===== src/rtl/lpsd_pkg.sv =====
package lpsd_pkg;

	localparam int unsigned ByteWidth   = 8;
	localparam int unsigned LenWidth    = 32;
	localparam int unsigned LenBytes    = LenWidth / ByteWidth;
	localparam int unsigned FlagCompBit = 15;
	localparam int unsigned FlagExtBit  = 14;
	localparam int unsigned SizeMsb     = 13;

	typedef struct packed {
		logic [ByteWidth-1:0] payload_byte;
		logic                 is_compressed;
		logic                 first_byte;
		logic                 last_byte;
		logic                 empty_message;
	} result_t;

endpackage


===== src/rtl/length_prefixed_stream_deframer.sv =====
// Length-prefixed stream deframer.
// Input channel (in_valid, in_stall, rx_byte) takes the received stream one
// byte per transaction. Each frame opens with a 16-bit big-endian header:
// bit 15 compressed, bit 14 extended, bits 13..0 size. With the extended bit
// set, a 32-bit big-endian length follows and gives the size instead.
// Output channel (out_valid, out_stall and the result fields) gives one
// transaction per payload byte, tagged with the compressed flag and first/last
// marks; a zero-size frame gives a single transaction with empty_message set.
// Header and length bytes give no output transaction.
// An accepted byte is registered at the input stage, parsed combinationally as
// it moves on, and its result is registered in the output register.
// Throughput: one byte per cycle while the output is not stalled, set by the
// per-byte header/length state update and the 32-bit remaining-count decrement.
// Reset (arst_n low) drops any byte in flight, clears the output register and
// returns the parser to waiting for a header.
// While out_stall is high the result holds; one more byte is buffered at the
// input, then in_stall rises until the output drains.
module length_prefixed_stream_deframer (
	input  logic                            clk,
	input  logic                            arst_n,
	input  logic                            in_valid,
	output logic                            in_stall,
	input  logic [lpsd_pkg::ByteWidth-1:0]  rx_byte,
	output logic                            out_valid,
	input  logic                            out_stall,
	output logic [lpsd_pkg::ByteWidth-1:0]  payload_byte,
	output logic                            is_compressed,
	output logic                            first_byte,
	output logic                            last_byte,
	output logic                            empty_message
);

	logic                           s1_valid;
	logic [lpsd_pkg::ByteWidth-1:0] s1_byte;
	logic                           out_free;
	logic                           consume;
	logic                           has_result;
	lpsd_pkg::result_t              result;

	// advance the registered byte whenever the output register can take it
	assign consume = s1_valid && out_free;

	lpsd_in_stage u_in (
		.clk      (clk),
		.arst_n   (arst_n),
		.in_valid (in_valid),
		.rx_byte  (rx_byte),
		.in_stall (in_stall),
		.consume  (consume),
		.s1_valid (s1_valid),
		.s1_byte  (s1_byte)
	);

	lpsd_parser u_parser (
		.clk        (clk),
		.arst_n     (arst_n),
		.fire       (consume),
		.rx_byte    (s1_byte),
		.has_result (has_result),
		.result     (result)
	);

	lpsd_out_stage u_out (
		.clk           (clk),
		.arst_n        (arst_n),
		.load          (consume && has_result),
		.result        (result),
		.out_free      (out_free),
		.out_valid     (out_valid),
		.out_stall     (out_stall),
		.payload_byte  (payload_byte),
		.is_compressed (is_compressed),
		.first_byte    (first_byte),
		.last_byte     (last_byte),
		.empty_message (empty_message)
	);

endmodule


===== src/rtl/lpsd_in_stage.sv =====
module lpsd_in_stage (
	input  logic                            clk,
	input  logic                            arst_n,
	input  logic                            in_valid,
	input  logic [lpsd_pkg::ByteWidth-1:0]  rx_byte,
	output logic                            in_stall,
	input  logic                            consume,
	output logic                            s1_valid,
	output logic [lpsd_pkg::ByteWidth-1:0]  s1_byte
);

	logic                           valid_s1;
	logic [lpsd_pkg::ByteWidth-1:0] byte_s1;
	logic                           load;

	assign in_stall = valid_s1 && !consume;
	assign load     = in_valid && !in_stall;

	always_ff @(posedge clk or negedge arst_n) begin
		if (!arst_n) begin
			valid_s1 <= 1'b0;
		end else if (load) begin
			valid_s1 <= 1'b1;
		end else if (consume) begin
			valid_s1 <= 1'b0;
		end
	end

	always_ff @(posedge clk) begin
		if (load) begin
			byte_s1 <= rx_byte;
		end
	end

	assign s1_valid = valid_s1;
	assign s1_byte  = byte_s1;

endmodule


===== src/rtl/lpsd_parser.sv =====
module lpsd_parser (
	input  logic                            clk,
	input  logic                            arst_n,
	input  logic                            fire,
	input  logic [lpsd_pkg::ByteWidth-1:0]  rx_byte,
	output logic                            has_result,
	output lpsd_pkg::result_t               result
);

	localparam logic [1:0] PH_HDR_HI  = 2'd0;
	localparam logic [1:0] PH_HDR_LO  = 2'd1;
	localparam logic [1:0] PH_EXTLEN  = 2'd2;
	localparam logic [1:0] PH_PAYLOAD = 2'd3;

	localparam int unsigned BW  = lpsd_pkg::ByteWidth;
	localparam int unsigned LW  = lpsd_pkg::LenWidth;
	localparam logic [1:0] LAST_LEN_IDX = 2'(lpsd_pkg::LenBytes - 1);

	logic [1:0]       phase_q, phase_d;
	logic [BW-1:0]    hdr_hi_q, hdr_hi_d;
	logic [1:0]       len_idx_q, len_idx_d;
	logic [LW-BW-1:0] ext_len_q, ext_len_d;
	logic [LW-1:0]    rem_q, rem_d;
	logic             seen_first_q, seen_first_d;

	logic [2*BW-1:0]  hdr_word;
	logic [LW-1:0]    full_len;
	logic [LW-1:0]    rem_dec;
	logic [LW-1:0]    size;
	logic             start;

	always_comb begin
		phase_d      = phase_q;
		hdr_hi_d     = hdr_hi_q;
		len_idx_d    = len_idx_q;
		ext_len_d    = ext_len_q;
		rem_d        = rem_q;
		seen_first_d = seen_first_q;
		hdr_word     = {hdr_hi_q, rx_byte};
		full_len     = {ext_len_q, rx_byte};
		rem_dec      = rem_q - LW'(1);
		size         = '0;
		start        = 1'b0;
		has_result   = 1'b0;
		result               = '0;
		result.is_compressed = hdr_hi_q[lpsd_pkg::FlagCompBit - BW];

		case (phase_q)
			PH_HDR_HI: begin
				hdr_hi_d = rx_byte;
				phase_d  = PH_HDR_LO;
			end
			PH_HDR_LO: begin
				if (hdr_word[lpsd_pkg::FlagExtBit]) begin
					ext_len_d = '0;
					len_idx_d = '0;
					phase_d   = PH_EXTLEN;
				end else begin
					size  = LW'(hdr_word[lpsd_pkg::SizeMsb:0]);
					start = 1'b1;
				end
			end
			PH_EXTLEN: begin
				// shift in big-endian, oldest byte falls off the top
				ext_len_d = full_len[LW-BW-1:0];
				if (len_idx_q == LAST_LEN_IDX) begin
					len_idx_d = '0;
					size      = full_len;
					start     = 1'b1;
				end else begin
					len_idx_d = len_idx_q + 2'd1;
				end
			end
			PH_PAYLOAD: begin
				has_result          = 1'b1;
				result.payload_byte = rx_byte;
				result.first_byte   = !seen_first_q;
				result.last_byte    = (rem_dec == '0);
				seen_first_d        = 1'b1;
				rem_d               = rem_dec;
				if (rem_dec == '0) begin
					phase_d = PH_HDR_HI;
				end
			end
			default: begin
				phase_d = PH_HDR_HI;
			end
		endcase

		if (start) begin
			if (size == '0) begin
				// empty frame: one marker transaction, back to header
				has_result           = 1'b1;
				result.payload_byte  = '0;
				result.first_byte    = 1'b1;
				result.last_byte     = 1'b1;
				result.empty_message = 1'b1;
				phase_d              = PH_HDR_HI;
			end else begin
				rem_d        = size;
				seen_first_d = 1'b0;
				phase_d      = PH_PAYLOAD;
			end
		end
	end

	always_ff @(posedge clk or negedge arst_n) begin
		if (!arst_n) begin
			phase_q      <= PH_HDR_HI;
			len_idx_q    <= '0;
			rem_q        <= '0;
			seen_first_q <= 1'b0;
		end else if (fire) begin
			phase_q      <= phase_d;
			len_idx_q    <= len_idx_d;
			rem_q        <= rem_d;
			seen_first_q <= seen_first_d;
		end
	end

	always_ff @(posedge clk) begin
		if (fire) begin
			hdr_hi_q  <= hdr_hi_d;
			ext_len_q <= ext_len_d;
		end
	end

endmodule


===== src/rtl/lpsd_out_stage.sv =====
module lpsd_out_stage (
	input  logic                            clk,
	input  logic                            arst_n,
	input  logic                            load,
	input  lpsd_pkg::result_t               result,
	output logic                            out_free,
	output logic                            out_valid,
	input  logic                            out_stall,
	output logic [lpsd_pkg::ByteWidth-1:0]  payload_byte,
	output logic                            is_compressed,
	output logic                            first_byte,
	output logic                            last_byte,
	output logic                            empty_message
);

	logic              valid_q;
	lpsd_pkg::result_t res_q;

	assign out_free = !valid_q || !out_stall;

	always_ff @(posedge clk or negedge arst_n) begin
		if (!arst_n) begin
			valid_q <= 1'b0;
		end else if (out_free) begin
			valid_q <= load;
		end
	end

	// hold the payload while the receiver stalls
	always_ff @(posedge clk) begin
		if (out_free && load) begin
			res_q <= result;
		end
	end

	assign out_valid     = valid_q;
	assign payload_byte  = res_q.payload_byte;
	assign is_compressed = res_q.is_compressed;
	assign first_byte    = res_q.first_byte;
	assign last_byte     = res_q.last_byte;
	assign empty_message = res_q.empty_message;

endmodule


===== config.mk =====
export PLATFORM = sky130hd
export DESIGN_NAME = length_prefixed_stream_deframer
export DESIGN_NICKNAME = d
export VERILOG_FILES = /design/src/rtl/lpsd_pkg.sv /design/src/rtl/length_prefixed_stream_deframer.sv /design/src/rtl/lpsd_in_stage.sv /design/src/rtl/lpsd_parser.sv /design/src/rtl/lpsd_out_stage.sv
export SDC_FILE = /design/constraint.sdc
export NUM_CORES = 1
export LEC_CHECK = 0
export BUFFER_PORTS_ARGS = -buffer_cell sky130_fd_sc_hd__buf_4
export CAP_MARGIN = 20
export CORE_MARGIN = 2
export CORE_UTILIZATION = 40
export DETAILED_ROUTE_END_ITERATION = 7
export GPL_ROUTABILITY_DRIVEN = 0
export PLACE_DENSITY = 0.52
export SYNTH_ARGS = -nofsm -noshare
export SYNTH_HDL_FRONTEND = slang
export SYNTH_SLANG_ARGS = --single-unit

===== constraint.sdc =====
create_clock -name clk -period 3.6 [get_ports clk]
set_input_delay 1.08 -clock clk [delete_from_list [all_inputs] [get_ports clk]]
set_output_delay 1.08 -clock clk [all_outputs]
set_load 0.1 [all_outputs]

Word level (Yosys, flattened, before mapping)
Cells that the tools add are included.

storage, ports and cells
  flip-flop bits (word level) = 91
  input port bits = 12
  word-level logic and storage cells = 76

cells by class
  add/sub/neg operators = 2
  equal/unequal tests = 7
  multiplexer cells = 33
  reductions and logical operators = 20

operators with widths
  cell                   number
  $mux 32                4
  $logic_not 32->1       2
  $pmux 32 s2            1
  $pmux 24 s2            1
  $sub 32x1->32 const B  1
  $mux 24                1
  $mux 8                 3
  $mux 14                1
  $mux 2                 7
  $mux 1                 10
  $eq 2x2->1 const B     3
  $mux 3                 2
  $ne 3x1->1 const B     2
  $pmux 2 s3             1
  $logic_and 1x1->1      5
  $logic_not 1->1        5
  $pmux 2 s2             1
  $reduce_and 4->1       1
  $reduce_bool 2->1      2
  $reduce_bool 4->1      1
  $reduce_and 3->1       1
  $add 2x1->2 const B    1
  $eq 2x1->1 const B     1
  $logic_not 2->1        1
  other kinds (4)        4

Depth between registers and ports, before layout
Gate-level depths: netlist (run 1).

  depth after elaboration = 8
  mapped depth = 12

By module
Synthesis (run 1) repeated with hierarchy kept, for this count alone.

unflattened totals
  cells, all modules = 496
  area, all modules = 4912.2 um^2

by module, submodules not included
  module                           times used  cells an instance  area each (um^2)
  lpsd_parser                      1           465                4194.0
  lpsd_out_stage                   1           16                 407.9
  lpsd_in_stage                    1           13                 297.8
  length_prefixed_stream_deframer  1           2                  12.5

Worst setup path before layout (run 1)
OpenSTA, ideal clock, no wires.

  path kind = input port to output port
  start = input out_stall
  end = output in_stall
  data arrival time = 1807 ps
  data required time = 2520 ps
  setup slack = 713 ps
  stages on the path = 2
  path buffers = 0
  path through = nand3_1 inv_1

between the ends
  longest elaborated chain between the ends = 5

ends and longest elaborated chain
  element            RTL line                               source
  start, declared    length_prefixed_stream_deframer.sv:25  input logic out_stall,
  $logic_not 1->1    lpsd_out_stage.sv:19                   assign out_free = !valid_q || !out_stall;
  $logic_or 1x1->1   lpsd_out_stage.sv:19
  $logic_and 1x1->1  length_prefixed_stream_deframer.sv:41  assign consume = s1_valid && out_free;
  $logic_not 1->1    lpsd_in_stage.sv:16                    assign in_stall = valid_s1 && !consume;
  $logic_and 1x1->1  lpsd_in_stage.sv:16
  end, declared      length_prefixed_stream_deframer.sv:22  output logic in_stall,

No other way between the ends.

Final worst setup path (run 1)
  start = register u_parser.rem_q[0]
  end = register u_parser.phase_q[0]

between the ends
  longest elaborated chain between the ends = 4

ends and longest elaborated chain
  element                     RTL line            source
  start, declared             lpsd_parser.sv:23   logic [LW-1:0] rem_q, rem_d;
  start signal, assigned      lpsd_parser.sv:116  rem_q <= rem_d;
  $sub 32x1->32               lpsd_parser.sv:41   rem_dec = rem_q - LW'(1);
  $logic_not 32->1            lpsd_parser.sv:81   if (rem_dec == '0) begin
  $ne 3x1->1 (no line)        -
  $reduce_and 4->1 (no line)  -
  end signal, assigned        lpsd_parser.sv:114  phase_q <= phase_d;
  end, declared               lpsd_parser.sv:19   logic [1:0] phase_q, phase_d;

No other way between the ends.
A chain may end at the register's enable or synchronous reset.

==> summary by stage, run 1 <==
Outcome
The flow ran to the end, and the final reports show no timing, DRC or antenna violations.

Routing
The residual antenna-violating net count after detailed routing is 0. The detailed router finished its first iteration with 326 violations. Wires add up to between 10000 and 15000 um.

The number of iterations in the first detailed-routing pass is 4. Dividing the detail-routed wire length by the instance count gives 20.7 um. The routed layout has 3805 vias. In the routed design, unresolved DRC markers number 0. After detailed routing, the number of vias per cell comes to 5.91.

Critical path
The biggest fanout along the worst timing path is 8. Setup slack on the worst reg-to-reg path comes out at 0.62 ns. By startpoint and endpoint, the worst setup path is classified as flop to flop. Data on the critical path is required at its endpoint by 3.83 ns. The type of element launching the critical path is a flop. The kind of end point of the critical path is a flop. The launch point of the worst path is u_parser.rem_q[0]. The endpoint of the most critical setup path is u_parser.phase_q[0]. The capture point of the worst reg-to-reg path is u_parser.phase_q[0]. The worst register-to-register path has a depth of 9.

Data arrives at the worst endpoint at 3.21 ns. In this run the critical register-to-register path is launched from u_parser.rem_q[0].

Synth
After synthesis, the most frequently instantiated cells are sky130_fd_sc_hd__edfxtp_1 (52), sky130_fd_sc_hd__dfrtp_1 (39), sky130_fd_sc_hd__a21oi_1 (35), sky130_fd_sc_hd__nor2_1 (34). After synthesis, the cell types taking the most area are sky130_fd_sc_hd__edfxtp_1 (32%), sky130_fd_sc_hd__dfrtp_1 (20%), sky130_fd_sc_hd__and2_1 (3.8%). The net count after synthesis is ~490. The total of flip-flops plus latches after synthesis is 91.

The number of unique standard cell types used by synthesis is 55. The synthesized design contains 52 enable-type register cells. Among all cell types in the netlist, the one instantiated most often is sky130_fd_sc_hd__edfxtp_1. Summing the sequential cell areas from Yosys gives 52.6% of the chip area.

In the synthesized netlist, the number of instances is 474. After synthesis, the share of flip-flops with an asynchronous set or reset is 42.9%. The synthesized design devotes to its leading area cell type approximately 32% of total area. The library cell with the largest summed area after synthesis is sky130_fd_sc_hd__edfxtp_1. During synthesis, Yosys emitted a total of 0 warnings. The post-synthesis average cell area is ~10 um^2.

The mapped netlist covers 4820 um^2. The primary flip-flop cell chosen by synthesis mapping is sky130_fd_sc_hd__edfxtp_1.

CTS
Hold repair after CTS inserted 0 buffers. Clock tree synthesis selected as its root buffer the cell sky130_fd_sc_hd__clkbuf_16. After clock tree synthesis, the clock-pin slew on the worst setup and hold paths is 0.07 ns. The number of buffers created by CTS is 9. Post-CTS repair changed the size of 0 cells.

The CTS tree is yes. The worst-case clock buffer depth is 2. Once the clock tree was built, the setup fixing pass inserted 0 buffers. The clock reaches the later pin of the worst-skew pair after 0.35 ns. The clock net in this run drives a total of approximately 90 sinks. The number of H-tree levels is 3.

STA
Across the routed clock network, the largest skew measured is 0.00887 ns. Setup repair after global routing left no endpoint under its margin. Of the available clock period, the critical path in the final layout requires 82.8%. Setup violations remaining at the end of the flow were counted as 0. Derived from the worst setup path, the maximum achievable clock frequency is 0.335 GHz.

The number of max-slew violations in the final report is 0. The number of hold-slack violations in the final timing report is 0. The total negative slack is 0 ns. At the pin with the least slew margin, the transition time is 0.792 ns.

The worst path needs 2.98 ns of the cycle, external delays included. The smallest setup slack after layout is a little over 0.6 ns. The worst hold slack is 0.418 ns. The tightest slew margin relative to the limit is 46.8%.

Finish
The final-stage net count is roughly 500. Fill cells in the final layout number approximately 1.1k. The area growth from synthesis to layout is 14.2%.

The antenna diode count is 0. The fraction of final layout cells sized beyond drive strength 1 is 13.9%. Summing all non-filler instances in the final layout gives an area of between 5000 and 6000 um^2.

The post-layout instance count excluding filler cells is 644.

Power
In this run the power density over the cells is 938 nW/um^2. The total leakage power is ~2.1 nW. The worst-case IR drop observed on VDD is 354 uV.

Global route
The maximum number of pins on one net before global-route repair is 40. The number of global-route vias before repair was 3633. The initial antenna violation count is 0. The first global-routing pass estimated 21200 um of wire. Global routing used a little over a fifth of the available tracks.

After global routing the overflow that remains totals 0.

Floorplanning
After floorplanning, the core was sized to cover 11900 um^2. The initial core utilization is about two fifths. The die height is 114 um.

The count of boundary I/O pins is 26. Measured along the x axis, the die boundary spans 114 um. After floorplanning, the core was divided into 40 placement rows. The area of the die is 12900 um^2.

Place
Once detailed placement completed, the half-perimeter wirelength came to a little over 9000 um. During placement, the flow inserted port buffers numbering 25. The area after detailed placement is 5170 um^2. Before CTS, the worst setup slack after placement is approximately 0.61 ns. Once placement completed, the tool counted placed cells totaling 628.

Hold path
In this run the worst hold path is classified as flop to flop. Along the worst hold path, the cell count comes to 0.

Job
Across the run, the number of max-cap violations was 0.
critical path: stages (launching register included):
cell	delay (ns)
sky130_fd_sc_hd__dfrtp_1	0.42
sky130_fd_sc_hd__inv_1	0.09
sky130_fd_sc_hd__ha_1	0.21
sky130_fd_sc_hd__nor2b_1	0.40
sky130_fd_sc_hd__nand4_1	0.39
sky130_fd_sc_hd__or3b_1	0.48
sky130_fd_sc_hd__a21oi_2	0.17
sky130_fd_sc_hd__o21ai_2	0.08
sky130_fd_sc_hd__nor3_4	0.26
sky130_fd_sc_hd__mux2_1	0.35
sequential cells by signal, summed over array words and instances, names as in the netlist, 2 cells and up:
name,flops
u_in.s1_byte,8
u_out.payload_byte,8
u_parser.ext_len_q,24
u_parser.hdr_hi_q,8
u_parser.len_idx_q,2
u_parser.phase_q,2
u_parser.rem_q,32
worst min-delay path by stage:
stage / start / to / slack [ns]
after floorplan: u_parser.hdr_hi_q[7] / u_out.is_compressed / 0.40
after global placement: u_parser.hdr_hi_q[7] / u_out.is_compressed / 0.42
after detailed placement: u_parser.hdr_hi_q[7] / u_out.is_compressed / 0.40
after CTS: u_parser.hdr_hi_q[7] / u_out.is_compressed / 0.42
after global routing: u_parser.hdr_hi_q[7] / u_out.is_compressed / 0.43
final: u_parser.hdr_hi_q[7] / u_out.is_compressed / 0.42
per-layer routing:
metal	wire length [um]	global-route usage, %
met4	274	8.46
met2	5970	32.3
met1	6320	30.9
met5	0	0
met3	790	5.31
cells in the final DEF (no fill, tap or decap), types with 4 or more instances in the layout:
master	n
sky130_fd_sc_hd__a21oi_1	35
sky130_fd_sc_hd__a22o_1	14
sky130_fd_sc_hd__a22oi_1	5
sky130_fd_sc_hd__and2_1	29
sky130_fd_sc_hd__and3_1	12
sky130_fd_sc_hd__buf_4	38
sky130_fd_sc_hd__clkbuf_16	9
sky130_fd_sc_hd__dfrtp_1	39
sky130_fd_sc_hd__edfxtp_1	52
sky130_fd_sc_hd__ha_1	7
sky130_fd_sc_hd__inv_1	15
sky130_fd_sc_hd__nand2_1	29
sky130_fd_sc_hd__nand3_1	9
sky130_fd_sc_hd__nand4_1	5
sky130_fd_sc_hd__nor2_1	34
sky130_fd_sc_hd__nor3_1	19
sky130_fd_sc_hd__nor4_1	16
sky130_fd_sc_hd__o21ai_0	27
sky130_fd_sc_hd__o21ai_1	13
sky130_fd_sc_hd__o22ai_1	7
sky130_fd_sc_hd__o31ai_1	5
sky130_fd_sc_hd__or3_1	4
sky130_fd_sc_hd__or4_1	4
sky130_fd_sc_hd__xnor2_1	9
metrics by stage:
stage                     util (%)  power, mW
after floorplan                  -       3.45
after global placement        43.4       4.05
after detailed placement      43.4       4.07
after CTS                     46.2       5.17
after global routing          46.2       5.50
final                         46.2       5.17
final cells by class:
type / instances / area (um^2) / area share (%)
sequential: 91 / 2540 / 46.1
inverter: 16 / 60.1 / 1.09
clock inverter: 7 / 115 / 2.09
timing repair buffer: 38 / 285 / 5.18
multi-input combinational: 336 / 2100 / 38.1
tap: 147 / 184 / 3.34
clock buffer: 9 / 225 / 4.09
kinds of logic (layout without fill, tap and decap cells):
group | Yosys count | after routing | share of synthesized area, %
buffers and inverters | 47 | 70 | 3.84
adders and majority gates | 7 | 7 | 1.82
AOI/OAI and AO/OA | 133 | 133 | 17.5
xor gates and xnor gates | 10 | 10 | 1.82
muxes | 3 | 3 | 0.649
DFF | 91 | 91 | 52.6
and+or+nand+nor | 183 | 183 | 21.8
power by group:
| part | switching [mW] | total (mW) | internal (mW) |
|---|---|---|---|
| Sequential | 0.364 | 1.86 | 1.50 |
| Combinational | 1.49 | 2.21 | 0.721 |
| Clock | 0.410 | 1.09 | 0.677 |
Power figures use the tool's default switching activity.
==> inputs of run 2 (changes only) <==
Clock period 3.6 ns to 2.8 ns, I/O delays scaled along.
==> summary by stage, run 2 (synthesis results as in run 1) <==
Critical path
The data arrival at the endpoint of the critical path is around 2.9 ns. The highest-delay cell along the critical path is sky130_fd_sc_hd__or4_4. STA classifies the critical path endpoint as a flop. The type of element launching the critical path is a flop. The category of the critical setup timing path is flop to flop. The maximum single-stage delay on the critical path is 0.56 ns. Of all nets on the critical path, the largest fanout is 4. The signal on the critical path passes through or4_4 -> nand4bb_1 -> nor4_2 -> xnor2_1 -> o21ai_2 -> nor3_4 -> mux2_1.

Data on the critical path is required at its endpoint by 3.04 ns.

Finish
The post-route netlist has 17.5% of its cells at a drive strength greater than 1. The number of flip-flops under the largest register name is 32. The antenna diode count is 0. After routing the design area is 5630 um^2. The area added between synthesis and finish is 16.8%.

The post-layout instance count excluding filler cells is 667. The final-stage net count is 534. The library cell used most frequently in the layout, excluding fill and tap cells, is sky130_fd_sc_hd__buf_4.

Counting flops per register, the top entry is u_parser.rem_q. The largest registers in the layout are u_parser.rem_q: 32 flops, u_parser.ext_len_q: 24 flops. In the layout the commonest cells are sky130_fd_sc_hd__buf_4 (61), sky130_fd_sc_hd__edfxtp_1 (52), sky130_fd_sc_hd__dfrtp_1 (39).

Routing
In the final routed layout, each cell accounts on average for 20.1 um. For this block, the routed nets add up to 13400 um of wire. The length of routed wiring on met1 is 6420 um. The detailed-routed wire length on met3 is 814 um. The post-detailed-route via-to-cell ratio is 5.82.

The number of DRC violations after detailed routing is 0. The residual antenna-violating net count after detailed routing is 0. The number of iterations in the first detailed-routing pass is 4. The count of vias placed by the detailed router is roughly 3.9k. The highest routed metal layer is met4. The met2 wire length is between 5000 and 6000 um. The first routing iteration left 335 violations.

Floorplanning
The die covers around 13000 um^2. After floorplanning, the core was sized to cover 11900 um^2. The initial core utilization is 40.5%. The number of cell rows is 40. The count of boundary I/O pins is 26. In this run the horizontal extent of the chip is ~110 um. The floorplan step set the die height to 114 um.

CTS
The number of H-tree levels is 3. TritonCTS built the clock tree. The number of hold-repair buffers added at the cts stage is 0.

Counting every sink on the clock net gives 91. The number of clock buffers added by TritonCTS is 9. The number of setup buffers added after CTS is 0. The worst-case clock buffer depth is 2. The post-cts sizing count is 0.

In this run the clock root is driven by a sky130_fd_sc_hd__clkbuf_16. Clock latency on the worst-skew pair, taken at its later pin, is 0.35 ns. After clock tree synthesis, the clock-pin slew on the worst setup and hold paths is 0.07 ns.

Place
The count of buffers added on input and output ports is 25. The area after detailed placement is 5330 um^2. The cell count after placement is 650. The HPWL after detailed placement is 9470 um. Prior to clock tree synthesis, the placed netlist has a worst setup slack of 0.105 ns.

STA
The final count of negative-setup-slack endpoints is 0. Timing would allow up to around 0.38 GHz. Setup repair after global routing left no endpoint under its margin.

The number of max-slew violations in the final report is 0. The measured slew at the worst slew-check pin is 0.552 ns. The number of hold-slack violations in the final timing report is 0. The tightest slew margin relative to the limit is 63.2%. For the final database, setup skew stands at 0.00990 ns. The total negative slack is 0 ns. The minimum clock period is 2.63 ns. The share of the cycle needed by the critical path after routing is 93.9%. Across all setup checks in the final design, the least slack found is 0.171 ns.

Power
Power spread over the standard cell area amounts to 1180 nW/um^2. The total leakage power is ~2.2 nW. VDD sags by at most 492 uV. Power comes to 6.65 mW.

Job
The max capacitance violation total is 0.

Outcome
The run finished with clean final reports.

Global route
The initial antenna violation count came to 0. The first global-routing pass estimated 21600 um of wire. For this run, the total global-route usage over all layers was measured as ~22%.

The global route total overflow is 0. Entering global routing, the biggest net connects 40 pins. The number of global-route vias before repair came to approximately 3.8k.

Hold path
The path type of the worst min-delay path is flop to flop.
-- run 2: cell count changes in the layout (fill, tap and decap cells not counted) --
| cell | previous run | this run |
|---|---|---|
| sky130_fd_sc_hd__bufinv_16 | 3 | 0 |
| sky130_fd_sc_hd__clkbuf_1 | 0 | 2 |
| sky130_fd_sc_hd__buf_4 | 38 | 61 |
| sky130_fd_sc_hd__inv_6 | 1 | 0 |
| sky130_fd_sc_hd__clkbuf_8 | 0 | 4 |
| sky130_fd_sc_hd__clkinv_1 | 2 | 1 |
| sky130_fd_sc_hd__clkinv_2 | 1 | 0 |
-- run 2: cell type report --
type | instances | area, um^2
fillers | 1108 | 6280
well taps | 147 | 184
repair buffers | 61 | 458
multi-input cells | 336 | 2100
clock inverters | 1 | 7.51
flip-flops and latches | 91 | 2540
clock buffers | 15 | 288
inverters | 16 | 60.1
-- run 2: final timing paths --
check | depth (start not counted) | slack [ns] | to | startpoint
setup reg to reg | 7 | 0.17 | u_parser.phase_q[0] | u_parser.rem_q[16]
setup / recovery | 7 | 0.17 | u_parser.phase_q[0] | u_parser.rem_q[16]
max in group asynchronous | 1 | 1.94 | u_parser.rem_q[23] | arst_n
hold reg to reg | 0 | 0.42 | u_out.is_compressed | u_parser.hdr_hi_q[7]
hold / removal | 0 | 0.42 | u_out.is_compressed | u_parser.hdr_hi_q[7]
min in group asynchronous | 1 | 0.48 | u_parser.rem_q[8] | arst_n
-- run 2: layer usage --
layer,vias up,global-route usage [%]
met5,-,0
met4,0,6.99
met3,12,5.10
met2,108,32.4
met1,1920,32.4
li1,1843,-
-- run 2: worst max-delay path, delay by kind of cell, from the launching register on --
family                    cells  cell delay (ns)
AOI/OAI and AO/OA             1             0.12
DFF                           1             0.41
xor gates and xnor gates      1             0.20
muxes                         1             0.35
and+or+nand+nor               4             1.44
-- run 2: per-stage QoR --
step                      hold WS [ns]  util (%)
after CTS                        0.420      47.2
final                            0.421      47.3
after global placement           0.414      44.8
after global routing             0.440      47.3
after detailed placement         0.406      44.8
after floorplan                  0.400         -
-- run 2: report_power, final --
part / internal [mW] / switching (mW)
clock network: 0.700 / 0.498
registers: 1.93 / 0.423
logic: 1.08 / 2.01
==> inputs of run 3 (changes only) <==
Settings changed: SYNTH_HIERARCHICAL set to 1.
==> summary by stage, run 3 <==
Power
The internal power of the cells totals 3.54 mW. The clock network fraction of design power is ~20%. The post-route total power is 6.07 mW. For this design the static power due to leakage is 2.43 nW. VDD sags by at most about 570 uV. For this design the total switching power over the nets is 2.53 mW.

The fraction of power spent switching nets is 41.7%. Sequential cells burn 34.9% of the power. The power per unit of standard cell area is between 1000 and 1500 nW/um^2. The proportion of power drawn by combinational gates is 44.9%.

Hold path
The worst hold path startpoint is u_parser/hdr_hi_q[7]. The path type of the worst min-delay path is flop to flop.

STA
Setup violations remaining at the end of the flow were counted as 0. The worst path meets setup with 0.0295 ns of slack. The share of the cycle needed by the critical path after routing is 98.9%. The measured slew at the worst slew-check pin is 0.571 ns. The smallest clock period supported by the final layout is computed as about 2.8 ns.

The clock skew is roughly 0.0085 ns. Setup repair after global routing could not meet its margin everywhere. The worst pin sits at a relative slew slack of 61.9%.

Based on the critical path, the design can be clocked at up to about 0.36 GHz. The number of hold-slack violations in the final timing report came to 0. The number of max-slew violations in the final report is 0.

Critical path
The startpoint identified for the worst register-to-register timing path is u_parser/rem_q[11]. The signal on the critical path passes through nor3_2 -> nand3_2 -> or4_4 -> xnor2_1 -> or4_4 -> nor4_4 -> a21oi_2 -> mux2_4. For the worst setup path, the data required time is 3.04 ns. The kind of end point of the critical path is a flop. The highest-delay cell along the critical path is sky130_fd_sc_hd__or4_4. In this run the worst path has a maximum fanout of 2. For this run, the slowest stage of the critical path takes 0.54 ns.

For the worst setup path, the data arrival time is 3.01 ns. The category of the critical setup timing path is flop to flop. Among cell families on the critical path, the largest total delay comes from simple AND/OR/NAND/NOR gates.

The cell repeated most along the worst path is sky130_fd_sc_hd__or4_4. The launch point of the worst path is u_parser/rem_q[11]. The sum of buffers and inverters on the critical path is 0. The type of element launching the critical path is a flop.

Synth
Sequential elements use 51.7% of the synthesized area. The gate count after technology mapping is 496. The cell area that synthesis handed to floorplanning was 4910 um^2. The commonest cells after synthesis are sky130_fd_sc_hd__edfxtp_1 (52), sky130_fd_sc_hd__o21ai_0 (51), sky130_fd_sc_hd__nand2_1 (47), sky130_fd_sc_hd__nor2_1 (41), sky130_fd_sc_hd__dfrtp_1 (39). The library cell with the largest summed area after synthesis is sky130_fd_sc_hd__edfxtp_1. Ranked by total cell area, the synthesized netlist is headed by sky130_fd_sc_hd__edfxtp_1 (32%), sky130_fd_sc_hd__dfrtp_1 (20%), sky130_fd_sc_hd__o21ai_0 (5.2%).

Of the post-synthesis cell area, the dominant cell type holds 31.8%. The total of flip-flops plus latches after synthesis is 91. The number of nets handed over by synthesis was approximately 520.

The number of synthesized flops with an enable pin is 52. The primary flip-flop cell chosen by synthesis mapping is sky130_fd_sc_hd__edfxtp_1. The post-synthesis average cell area is 9.90 um^2. The dominant cell by count in the synthesized netlist is sky130_fd_sc_hd__edfxtp_1. In the synthesized netlist the async set-or-reset flop fraction comes to 42.9%.

The number of unique standard cell types used by synthesis is 69. Yosys printed 6 warnings.

Floorplanning
The die covers 13200 um^2. Once the floorplan was initialized, standard cells occupied 40.9% of the core. The count of boundary I/O pins is 26.

The floorplan has 40 rows. The total area inside the core boundary comes to 12000 um^2. From bottom edge to top edge, the die measures 115 um.

The die extent in x is 115 um.

Routing
For this run, design rule violations remaining after detail routing come to 0. The residual antenna-violating net count after detailed routing is 0. For this run, the detailed router's first-pass iteration total came to 5. In this run, the number of DRC markers left after iteration 0 of detailed routing was 294. The count of vias placed by the detailed router is 4114. Using the TritonRoute via totals, the vias-per-cell ratio works out to 5.75.

The detailed-route wire length is 13900 um. The average detailed-routed wire length per instance is 19.4 um.

CTS
The cell sitting at the root of the clock tree is a sky130_fd_sc_hd__clkbuf_16. The number of hold-repair buffers added at the cts stage is 0. Buffers inserted during clock tree synthesis total 9.

The clock transition time at the flip-flop clock pins of the worst setup and hold paths is 0.07 ns. The clock reaches the later pin of the worst-skew pair after 0.35 ns. In this run the deepest clock path goes through 2 buffers. CTS saw 91 sinks. TritonCTS built the clock tree. The number of H-tree levels is 3.

Place
OpenSTA, run right after detailed placement, puts the worst setup slack at -0.0633 ns. Summed over all nets, the half-perimeter wirelength after detailed placement is 10100 um. The number of port buffers is 25.

Finish
At the end of the flow the core is filled with cells to between 40% and 50%. Leaving out fill and tap cells, the most frequent cell in the layout is sky130_fd_sc_hd__buf_4. The fraction of final layout cells sized beyond drive strength 1 is 23.6%.

The number of flip-flops under the largest register name is 32. 0 antenna diodes ended up in the layout. The most flop-heavy register is u_parser/rem_q. The area added between synthesis and finish is 21.4%. The largest registers in the layout are u_parser/rem_q: 32 flops, u_parser/ext_len_q: 24 flops. The final-stage net count is approximately 580. In the layout the commonest cells are sky130_fd_sc_hd__buf_4 (87), sky130_fd_sc_hd__edfxtp_1 (52), sky130_fd_sc_hd__o21ai_0 (51). The total of fill cells in the finished design is 1142.

Outcome
The flow ran to the end, and the final reports show no timing, DRC or antenna violations.

Job
Max-cap violations in this run came to 0.

Global route
The number of global-route vias before repair is approximately 4k. The global-route total usage across every layer is approximately 22%. The first global-routing pass estimated approximately 22000 um of wire. The global route total overflow is 0.

The initial antenna violation count is 0. The maximum number of pins on one net before global-route repair is 40.
## run 3: cell count changes after synthesis, moves of 5 or more
cell | before | now
sky130_fd_sc_hd__o21ai_0 | 27 | 51
sky130_fd_sc_hd__nand2_1 | 29 | 47
sky130_fd_sc_hd__o21ai_1 | 13 | 0
sky130_fd_sc_hd__a21oi_1 | 35 | 24
sky130_fd_sc_hd__and3_1 | 12 | 3
sky130_fd_sc_hd__xnor2_1 | 9 | 1
sky130_fd_sc_hd__nor2_1 | 34 | 41
sky130_fd_sc_hd__and2_1 | 29 | 35
sky130_fd_sc_hd__nor3_1 | 19 | 24
## run 3: layout make-up
cell class / count / area (um^2) / share of cell area [%]
Timing Repair Buffer: 87 / 653 / 11.0
Multi-Input combinational cell: 359 / 2230 / 37.4
Inverter: 16 / 60.1 / 1.01
Tap cell: 147 / 184 / 3.08
Clock inverter: 5 / 62.6 / 1.05
Sequential cell: 91 / 2540 / 42.6
Clock buffer: 11 / 233 / 3.90
## run 3: routing by layer
metal	share of wire [%]	global-route usage (%)	up-vias	routed length, um
li1	-	-	1973	-
met2	45	33.3	97	6280
met4	2.5	9.72	0	345
met3	4.3	3.16	20	598
met5	0	0	-	0
met1	48	32.3	2024	6660
## run 3: worst reg2reg max path: cells and delay by family, from the launching register on
| kind | cells | cell delay [ns] |
|---|---|---|
| flops | 1 | 0.39 |
| xor+xnor | 1 | 0.14 |
| compound gates | 1 | 0.12 |
| simple gates | 5 | 1.71 |
| mux | 1 | 0.31 |
## run 3: cells by family (layout without fill, tap and decap cells)
| group | count (synthesis) | count (layout) | share of synthesized area [%] |
|---|---|---|---|
| compound gates | 132 | 132 | 17.3 |
| xor+xnor | 3 | 3 | 0.535 |
| fa+ha+maj | 7 | 7 | 1.78 |
| buf+inv | 46 | 119 | 3.82 |
| flops | 91 | 91 | 51.7 |
| mux | 6 | 6 | 1.35 |
| simple gates | 211 | 211 | 23.5 |
## run 3: path summary, 6_finish.rpt
kind / endpoint / slack (ns) / depth (start not counted)
worst max-delay path: u_parser/phase_q[1] / 0.03 / 8
worst min-delay path: u_out/is_compressed / 0.44 / 0
worst max register to register: u_parser/phase_q[1] / 0.03 / 8
worst min register to register: u_out/is_compressed / 0.44 / 0
max in group asynchronous: u_parser/rem_q[29] / 1.92 / 1
min in group asynchronous: u_in/s1_valid / 0.47 / 1
## run 3: repair_timing
item	4_1_cts	5_1_grt
pin swaps	2	2
buffers inserted	0	4
gates resized for setup	5	3
endpoints found under the setup margin	2	3
cloned	0	0
## run 3: power by group through the flow
stage / Combinational (mW) / Sequential [mW] / Clock, mW
3_5_place_dp: 2.67 / 2.14 / 0
3_3_place_gp: 2.64 / 2.12 / 0
4_1_cts: 2.69 / 2.12 / 1.25
2_1_floorplan: 1.35 / 2.51 / 0
5_1_grt: 2.96 / 2.16 / 1.31
6_report: 2.73 / 2.12 / 1.22
## run 3: per-stage QoR
| stage | cell area, um^2 | setup TNS [ns] | hold WS [ns] | std cells |
|---|---|---|---|---|
| floorplan | 4920 | 0 | 0.450 | 496 |
| finish | 5960 | 0 | 0.444 | 716 |
| global route | 5960 | -0.0550 | 0.448 | 716 |
| detailed placement | 5600 | -0.0742 | 0.437 | 696 |
| global placement | 5600 | 0 | 0.412 | 696 |
| CTS | 5930 | 0 | 0.450 | 712 |
